$ cat src/sv/digital_output_one_shot_bank_top_assert.svh
// assertion macros shared by the output bank modules
// both forms expect clk, and DOOSB_ASSERT also rst_n, in the enclosing module
`ifndef DIGITAL_OUTPUT_ONE_SHOT_BANK_TOP_ASSERT_SVH
`define DIGITAL_OUTPUT_ONE_SHOT_BANK_TOP_ASSERT_SVH

`ifndef ASSERT_OFF

// checked only while out of reset
`define DOOSB_ASSERT(label, prop, msg) \
    label: assert property (@(posedge clk) disable iff (!rst_n) prop) else $error(msg);

// checked at every edge, reset included
`define DOOSB_ASSERT_ALWAYS(label, prop, msg) \
    label: assert property (@(posedge clk) prop) else $error(msg);

`else

`define DOOSB_ASSERT(label, prop, msg)

`define DOOSB_ASSERT_ALWAYS(label, prop, msg)

`endif

`endif

$ cat src/sv/doosb_pkg.sv
`timescale 1ns / 1ps

package doosb_pkg;

    localparam int DEFAULT_CHANNELS = 8;

    localparam int MODE_W  = 3;
    localparam int CHAN_W  = 8;
    localparam int TICK_W  = 16;
    localparam int PIN_W   = 8;

    localparam logic [MODE_W-1:0] MODE_SET    = 3'd0;
    localparam logic [MODE_W-1:0] MODE_TOGGLE = 3'd1;
    localparam logic [MODE_W-1:0] MODE_PULSE  = 3'd2;
    localparam logic [MODE_W-1:0] MODE_TICK   = 3'd3;
    localparam logic [MODE_W-1:0] MODE_READ   = 3'd4;

    localparam logic STATUS_OK        = 1'b0;
    localparam logic STATUS_BAD_CHAN  = 1'b1;

    typedef struct packed {
        logic [MODE_W-1:0] mode;
        logic [CHAN_W-1:0] channel;
        logic              level;
        logic [TICK_W-1:0] pulse_ticks;
    } cmd_item_t;

    typedef struct packed {
        logic             status;
        logic             active_level;
        logic [PIN_W-1:0] pin_levels;
    } rsp_item_t;

endpackage

$ cat src/sv/digital_output_one_shot_bank_top.sv
`timescale 1ns / 1ps

// bank of digital outputs with per-channel polarity and one-shot pulses.
// each request on the cmd channel sets, toggles, pulses or reads one
// channel, or advances time by one tick for all channels at once; every
// request gives exactly one response on the rsp channel, in order, with
// a status, the addressed channel's active level after the request and
// the physical level of the first eight pins after the invert mask.
// the bank takes one request per clock cycle for as long as rsp_stall is
// low; a request is held in the input register, then captured in the
// response register, and the channel state update for a request is done
// between those two registers.
// two requests can be held while rsp is stalled before cmd_stall rises.
// the invert mask is written on the cfg channel (always ready); the user
// must write it only while no request is in flight, which the block does
// not enforce. it acts at once on reported pin levels.
// nothing needs clearing after reset, so requests are taken right away.

`include "digital_output_one_shot_bank_top_assert.svh"

module digital_output_one_shot_bank_top
    import doosb_pkg::*;
#(
    parameter int CHANNELS = DEFAULT_CHANNELS
)
(
    input  logic             clk,
    input  logic             rst_n,

    // command requests
    input  logic             cmd_valid,
    output logic             cmd_stall,
    input  cmd_item_t        cmd,

    // responses
    output logic             rsp_valid,
    input  logic             rsp_stall,
    output rsp_item_t        rsp,

    // invert mask writes
    input  logic             cfg_valid,
    output logic             cfg_ready,
    input  logic [PIN_W-1:0] cfg_data
);

    // input stage
    logic             s1_valid_reg;
    logic             s1_valid_next;
    cmd_item_t        s1_reg;

    // response stage
    logic             rsp_valid_reg;
    logic             rsp_valid_next;
    rsp_item_t        rsp_reg;

    // polarity register
    logic [PIN_W-1:0] invert_mask_reg;
    logic [PIN_W-1:0] invert_mask_next;

    logic             take;
    logic             advance;
    rsp_item_t        bank_result;

    // the held request moves on whenever the response slot is free or draining
    assign advance   = s1_valid_reg && (!rsp_valid_reg || !rsp_stall);

    // stall only when both stages are full and the consumer holds back
    assign cmd_stall = s1_valid_reg && rsp_valid_reg && rsp_stall;
    assign take      = cmd_valid && !cmd_stall;

    assign cfg_ready = 1'b1;

    always_comb
    begin
        s1_valid_next    = take || (s1_valid_reg && !advance);
        rsp_valid_next   = advance || (rsp_valid_reg && rsp_stall);
        invert_mask_next = (cfg_valid && cfg_ready) ? cfg_data : invert_mask_reg;
    end

    // channel state and the single-pass update
    doosb_bank #(
        .CHANNELS    (CHANNELS)
    ) u_bank (
        .clk         (clk),
        .rst_n       (rst_n),
        .go          (advance),
        .cmd         (s1_reg),
        .invert_mask (invert_mask_reg),
        .result      (bank_result)
    );

    always_ff @(posedge clk or negedge rst_n)
    begin
        if (!rst_n)
        begin
            s1_valid_reg    <= 1'b0;
            rsp_valid_reg   <= 1'b0;
            invert_mask_reg <= '0;
        end
        else
        begin
            s1_valid_reg    <= s1_valid_next;
            rsp_valid_reg   <= rsp_valid_next;
            invert_mask_reg <= invert_mask_next;
        end
    end

    // payload registers, no reset
    always_ff @(posedge clk)
    begin
        if (take)
        begin
            s1_reg <= cmd;
        end
        if (advance)
        begin
            rsp_reg <= bank_result;
        end
    end

    assign rsp_valid = rsp_valid_reg;
    assign rsp       = rsp_reg;

    // a request that leaves the input stage shows up as a response next cycle
    `DOOSB_ASSERT(a_advance_gives_rsp, advance |=> rsp_valid, "processed request gave no response")
    // cmd is only held off when both stages are occupied
    `DOOSB_ASSERT(a_stall_when_full, !cmd_stall || (s1_valid_reg && rsp_valid_reg), "stall with a free stage")
    // a tick always answers ok with no meaningful level
    `DOOSB_ASSERT(a_tick_rsp_clean, (advance && (s1_reg.mode == MODE_TICK)) |=> (!rsp.status && !rsp.active_level), "tick response carries status or level")

endmodule

$ cat src/sv/doosb_bank.sv
`timescale 1ns / 1ps

`include "digital_output_one_shot_bank_top_assert.svh"

module doosb_bank
    import doosb_pkg::*;
#(
    parameter int CHANNELS = DEFAULT_CHANNELS
)
(
    input  logic             clk,
    input  logic             rst_n,
    input  logic             go,
    input  cmd_item_t        cmd,
    input  logic [PIN_W-1:0] invert_mask,
    output rsp_item_t        result
);

    logic [CHANNELS-1:0] level_reg;
    logic [CHANNELS-1:0] level_next;
    logic [CHANNELS-1:0] run_reg;
    logic [CHANNELS-1:0] run_next;
    logic [TICK_W-1:0]   ticks_reg  [CHANNELS];
    logic [TICK_W-1:0]   ticks_next [CHANNELS];

    logic                in_range;
    logic [CHANNELS-1:0] hit;
    logic                addressed;
    logic [PIN_W-1:0]    pins;

    assign in_range = cmd.channel < CHAN_W'(CHANNELS);

    // per-channel update, all channels in parallel
    always_comb
    begin
        level_next = level_reg;
        run_next   = run_reg;
        for (int c = 0; c < CHANNELS; c++)
        begin
            hit[c]        = in_range && (cmd.channel == CHAN_W'(c));
            ticks_next[c] = ticks_reg[c];
            if (go)
            begin
                case (cmd.mode)
                    MODE_SET:
                    begin
                        if (hit[c])
                        begin
                            level_next[c] = cmd.level;
                            run_next[c]   = 1'b0;
                            ticks_next[c] = '0;
                        end
                    end
                    MODE_TOGGLE:
                    begin
                        if (hit[c])
                        begin
                            level_next[c] = ~level_reg[c];
                            run_next[c]   = 1'b0;
                            ticks_next[c] = '0;
                        end
                    end
                    MODE_PULSE:
                    begin
                        if (hit[c])
                        begin
                            level_next[c] = 1'b1;
                            run_next[c]   = 1'b1;
                            ticks_next[c] = cmd.pulse_ticks;
                        end
                    end
                    MODE_TICK:
                    begin
                        if (run_reg[c])
                        begin
                            // a count of zero or one ends the pulse on this tick
                            if (ticks_reg[c] <= TICK_W'(1))
                            begin
                                level_next[c] = 1'b0;
                                run_next[c]   = 1'b0;
                                ticks_next[c] = '0;
                            end
                            else
                            begin
                                ticks_next[c] = ticks_reg[c] - TICK_W'(1);
                            end
                        end
                    end
                    default:
                    begin
                    end
                endcase
            end
        end
    end

    // only the first PIN_W channels reach the pin word
    for (genvar p = 0; p < PIN_W; p++)
    begin : g_pin
        if (p < CHANNELS)
        begin : g_live
            assign pins[p] = level_next[p] ^ invert_mask[p];
        end
        else
        begin : g_none
            assign pins[p] = 1'b0;
        end
    end

    assign addressed = (cmd.mode inside {MODE_SET, MODE_TOGGLE, MODE_PULSE, MODE_READ});

    always_comb
    begin
        result.status       = (addressed && !in_range) ? STATUS_BAD_CHAN : STATUS_OK;
        result.active_level = addressed && |(hit & level_next);
        result.pin_levels   = pins;
    end

    always_ff @(posedge clk or negedge rst_n)
    begin
        if (!rst_n)
        begin
            level_reg <= '0;
            run_reg   <= '0;
            for (int c = 0; c < CHANNELS; c++)
            begin
                ticks_reg[c] <= '0;
            end
        end
        else
        begin
            level_reg <= level_next;
            run_reg   <= run_next;
            for (int c = 0; c < CHANNELS; c++)
            begin
                ticks_reg[c] <= ticks_next[c];
            end
        end
    end

    for (genvar a = 0; a < CHANNELS; a++)
    begin : g_chk
        // an idle channel never keeps a leftover count
        `DOOSB_ASSERT(a_idle_count_zero, run_reg[a] || (ticks_reg[a] == '0), "idle channel holds a count")
        // a timing pulse always drives the active level
        `DOOSB_ASSERT(a_running_is_active, !run_reg[a] || level_reg[a], "running pulse is not active")
    end

endmodule
$ cat config.mk
export PLATFORM = sky130hd
export DESIGN_NAME = digital_output_one_shot_bank_top
export DESIGN_NICKNAME = d
export VERILOG_FILES = /design/src/sv/doosb_pkg.sv /design/src/sv/digital_output_one_shot_bank_top.sv /design/src/sv/doosb_bank.sv
export VERILOG_INCLUDE_DIRS = /design/src /design/src/sv
export SDC_FILE = /design/constraint.sdc
export NUM_CORES = 1
export LEC_CHECK = 0
export ABC_CLOCK_PERIOD_IN_PS = 4700
export BUFFER_PORTS_ARGS = -buffer_cell sky130_fd_sc_hd__buf_2
export CAP_MARGIN = 25
export CORE_UTILIZATION = 45
export CTS_CLUSTER_SIZE = 28
export DETAILED_ROUTE_END_ITERATION = 10
export GPL_TIMING_DRIVEN = 0
export SYNTH_ARGS = -nofsm -noshare
export SYNTH_HDL_FRONTEND = slang
export SYNTH_SLANG_ARGS = --single-unit
$ cat constraint.sdc
create_clock -name clk -period 4.7 [get_ports clk]
set_input_delay 0.235 -clock clk [delete_from_list [all_inputs] [get_ports clk]]
set_output_delay 0.235 -clock clk [all_outputs]
set_load 0.01 [all_outputs]
Word-level counts from Yosys, hierarchy flattened:

Index checks and enable logic that the tools add are counted.

* register bits after elaboration: 192
* bits of input ports: 41
* output and inout bits: 13
* word-level logic and storage cells: 279

* add/subtract/negate cells: 8
* $lt $le $gt $ge: 9
* equality and inequality tests: 35
* mux-type cells: 137
* bitwise operators: 17
* reductions and logical operators: 46

Operators with widths (count)
* 16-bit 2-to-1 mux: 32
* 16-bit one-hot mux with 3 select lines: 8
* 16-bit by 1-bit <= comparator with 1-bit output, second input constant: 8
* 16-bit by 1-bit subtractor with 16-bit output, second input constant: 8
* 1-bit 2-to-1 mux: 81
* 2-bit by 1-bit inequality test with 1-bit output, second input constant: 24
* 5-bit AND reduction: 8
* 8-bit by 3-bit equality test with 1-bit output, second input constant: 4
* 1-bit one-hot mux with 4 select lines: 8
* 4-bit AND reduction: 8
* 1-bit one-hot mux with 3 select lines: 8
* 8-bit by 2-bit equality test with 1-bit output, second input constant: 2
* 1-bit logical AND: 16
* 8-bit bitwise AND: 1
* 8-bit by 1-bit equality test with 1-bit output, second input constant: 1
* 8-bit zero test: 1
* 8-bit by 4-bit less-than comparator with 1-bit output, second input constant: 1
* 1-bit inverter: 8
* 8-bit OR reduction: 1
* 1-bit bitwise XOR: 8
* 3-bit by 2-bit equality test with 1-bit output, second input constant: 2
* 1-bit zero test: 5
* 4-bit nonzero test: 1
* 3-bit by 1-bit equality test with 1-bit output, second input constant: 1
* 5 further kinds: 7

Depth between registers and ports, before layout:

* depth after elaboration: 8
* gate-level depth with buffers: 10
* mapped depth without buffers: 10

Modules after synthesis:

Synthesis repeated with hierarchy kept, for this count alone.

* cell total of the unflattened synthesis: 1249
* area, all modules: 10789.1 um^2

Modules (own cells, without submodules)
* doosb_bank: instances 1, cells each 1184, area each 9218.8 um^2, seq. area each 3603.5 um^2
* digital_output_one_shot_bank_top: instances 1, cells each 65, area each 1570.3 um^2, seq. area each 1391.3 um^2

Least setup slack after synthesis:

Ideal clock, no wire load.

* kind: register to register
* start point: register s1_reg[22] in the netlist's numbering
* end point: register rsp_reg, in the netlist rsp[8], data pin
* setup time: 0.270 ns
* arrival: 2.428 ns
* data required time: 4.430 ns
* path slack: 2.003 ns
* cell stages (with the launch flop): 11
* path buffers: 0
* period minus slack after synthesis: 2.697 ns
* cell sequence: edfxtp_1 -> or4b_1 -> nor2_1 -> inv_1 -> ha_1 -> mux2i_1 -> o22ai_1 -> a22oi_1 -> o32ai_1 -> nor4_1 -> a31oi_1

RTL lines
* start: declaration: RTL line digital_output_one_shot_bank_top.sv:49 `cmd_item_t s1_reg;`
* start signal: assignment: RTL line digital_output_one_shot_bank_top.sv:113 `s1_reg <= cmd;`
* end signal: assignment: RTL line digital_output_one_shot_bank_top.sv:117 `rsp_reg <= bank_result;`
* end: declaration: RTL line digital_output_one_shot_bank_top.sv:54 `rsp_item_t rsp_reg;`

==> impl_metrics.toml <==
[status]
status = "complete, no violations"

[timing]
rsz0062_at_grt = "false"
slew_headroom = 0.2663
hold_slack_ps = 18.84
slew_violations = 0
finalCriticalPeriod_ps = 3535
fmax_mhz = 282.9
finalCritPeriodShare = 0.7521
tightest_slew_ps = 1101
fin_skew_ps = 20.25
finalSetupViolations = 0
tns_ps = 0
hold_viol = 0

[yosys]
syn_inst = 1265
synth_xor_area_frac = 0.006371
synth_edf_count = 38
async_flop_share = 0.8021
synth-simple-area-share = 0.1867
yosys_warnings = 0
synthAdderAreaFrac = 0.02821
synth_top_family_by_area = "compound AO/OA/AOI/OAI gates"
synth_cell_types = 84
yosys_most_used_dff = "dfrtp_1"
ys_ff_latch = 192
synth_compound_area_frac = 0.2705
syn-mean-instance-area_um2 = 8.694
synthMuxAreaShare = 0.01001
synth_seq_area_share = 0.4542
synth_fp_nets = 1330
syn-cell-area_um2 = 11000

[detailed_routing]
routedWlPerCell_um = 20.00
vias = 10230
dr.pass1.iters = 5
ant_nets = 0
drt_iter0_markers = 984
viasPerCell = 5.987
drt_wl_total_um = 34150
drc = 0

[pwr]
leakage_nw = 5.254
ir_drop_mv = 0.2145
power_density_nw_per_um2 = 334.1
finalPower_mw = 4.244

[setup_path]
crit_path_max_fanout = 9
critPathKind = "reg2reg"
cpMostUsedCell = "a2111oi_0"
crit_arrival_ps = 3690
crit_family = "compound AO/OA/AOI/OAI gates"
endpoint_kind = "flop"
cp-start-kind = "flop"
worstPathRequired_ps = 4860
path_cells = "nor4b_4 > nand3_1 > ha_1 > a2bb2oi_1 > a2111oi_0 > a41o_1 > a2111oi_0 > a31oi_1"
crit_buf_inv = 0
slowest_delay_ps = 620
slowest_stage = "nor4b_4"

[placement]
dp_hpwl_um = 22630
place_area_um2 = 11720
finalWeightedCongestion = 0.9632
numPortBuffers = 51

[floorplanning]
core-area_um2 = 23750
start_util = 0.4630
die_width_um = 158.3
num_rows = 56
io_pins = 54
die_area_um2 = 25070
die_h_um = 158.3

[min_path]
hp-class = "in2reg"

[final_layout]
syn2layout_area_growth_pct = 15.50
diodes = 0
final_cell_area_um2 = 12700
fin_nets = 1441
largest_reg_flops = 128
drive_above_1_share = 0.1066
utilization = 0.5348

[cts]
clockBufferDepth = 2
ctsHoldBuffers = 38
path_clk_slew_ps = 80
cts_tree = "built"
cts.sinks = 192
htree_levels = 4
cts_resized = 0
clock-root-buffer = "clkbuf_16"
cts_setup_buffers = 0
clock_latency_ps = 460
cts_buffers = 17

[global_routing]
grt_max_degree = 89
grt_pass1_wl_um = 54030
grt_pass1_vias = 9649
antenna_found_initial = 0
overflow = 0
grt_usage = 0.2859

[job]
drv_cap = 0
[layout make-up]
type / count / area [um2]
fillers: 2187 / 11050
multi-input cells: 956 / 5523
flip-flops and latches: 192 / 4995
repair buffers: 92 / 715.7
clock buffers: 17 / 425.4
well taps: 319 / 399.1
plain buffers: 69 / 300.3
inverters: 48 / 180.2
clock inverters: 15 / 163.9
[cells in the final DEF, fill, tap and decap left out, types with 24 or more instances in the layout]
master and instances:
nor3_1 49, a21oi_1 112, ha_1 24, clkbuf_1 38, edfxtp_1 38, nand2_1 101
nor2_1 118, and2_1 30, o21ai_1 24, dfrtp_1 154, a31oi_1 27, o21ai_0 243
inv_1 47, dlygate4sd3_1 38, buf_2 72
[stage by stage]
stage               instances  setup WS, ps
finish                   1708          1165
global route             1708          1072
CTS                      1707          1298
detailed placement       1637          1320
global placement         1635         842.0
floorplan                1265          2003
[cell usage after synthesis, drive strengths merged, types with 4 or more instances]
library cell | count | area [um2]
inv | 48 | 180.2
nor3 | 50 | 255.3
o22ai | 6 | 37.54
and2 | 32 | 200.2
mux2 | 8 | 90.09
a22o | 19 | 166.4
and3 | 6 | 37.54
edfxtp | 38 | 1141
a31oi | 27 | 168.9
nor4 | 31 | 267.8
clkbuf | 40 | 152.6
a21o | 9 | 67.56
ha | 24 | 300.3
buf | 29 | 147.6
o2bb2ai | 7 | 61.31
xor2 | 8 | 70.07
nand2b | 6 | 37.54
dfrtp | 154 | 3854
nand3 | 18 | 90.09
a41oi | 4 | 35.03
o211ai | 6 | 45.04
nand2 | 101 | 379.1
or4 | 7 | 60.06
a21oi | 112 | 560.5
nor2 | 120 | 460.4
o21ai | 268 | 1345
o31ai | 10 | 88.83
o31a | 7 | 61.31
nand3b | 5 | 37.54
nor2b | 4 | 25.02
or3 | 6 | 47.54
[metal layers]
layer / GRT usage / wire (um) / vias up
met5: 0 / 0 / -
met1: 0.3937 / 15620 / 4913
met4: 0.1195 / 1009 / 0
li1: - / - / 4881
met3: 0.05117 / 2125 / 62
met2: 0.4428 / 15400 / 370
[logic make-up after synthesis]
group / after synthesis
other: 1
buffers and inverters: 117
and+or+nand+nor: 402
AOI/OAI and AO/OA: 510
DFF: 192
xor gates and xnor gates: 8
muxes: 10
adders and majority gates: 25
[final timing paths]
path	from	to	slack [ps]	cells past startpoint
max	s1_reg[22]	rsp[8]	1170	8
min	rsp_stall	rsp_valid	20	2
max reg2reg	s1_reg[22]	rsp[8]	1170	8
min reg2reg	s1_valid_reg	rsp_valid	480	1
max in group asynchronous	rst_n	rsp_valid	3560	3
min in group asynchronous	rst_n	u_bank.ticks_reg[76]	320	2
[worst reg2reg max path, delay by kind of cell (launching register included)]
| family | cells | cell delay, ps |
|---|---|---|
| compound gates | 5 | 1410 |
| fa+ha+maj | 1 | 380 |
| simple gates | 2 | 960 |
| flops | 1 | 490 |
[report_power, final]
group          switching, mW  internal, mW
logic                  0.519         0.293
registers              0.117          1.84
clock network          0.759         0.716
No activity file was read; power rests on OpenSTA's default activity.
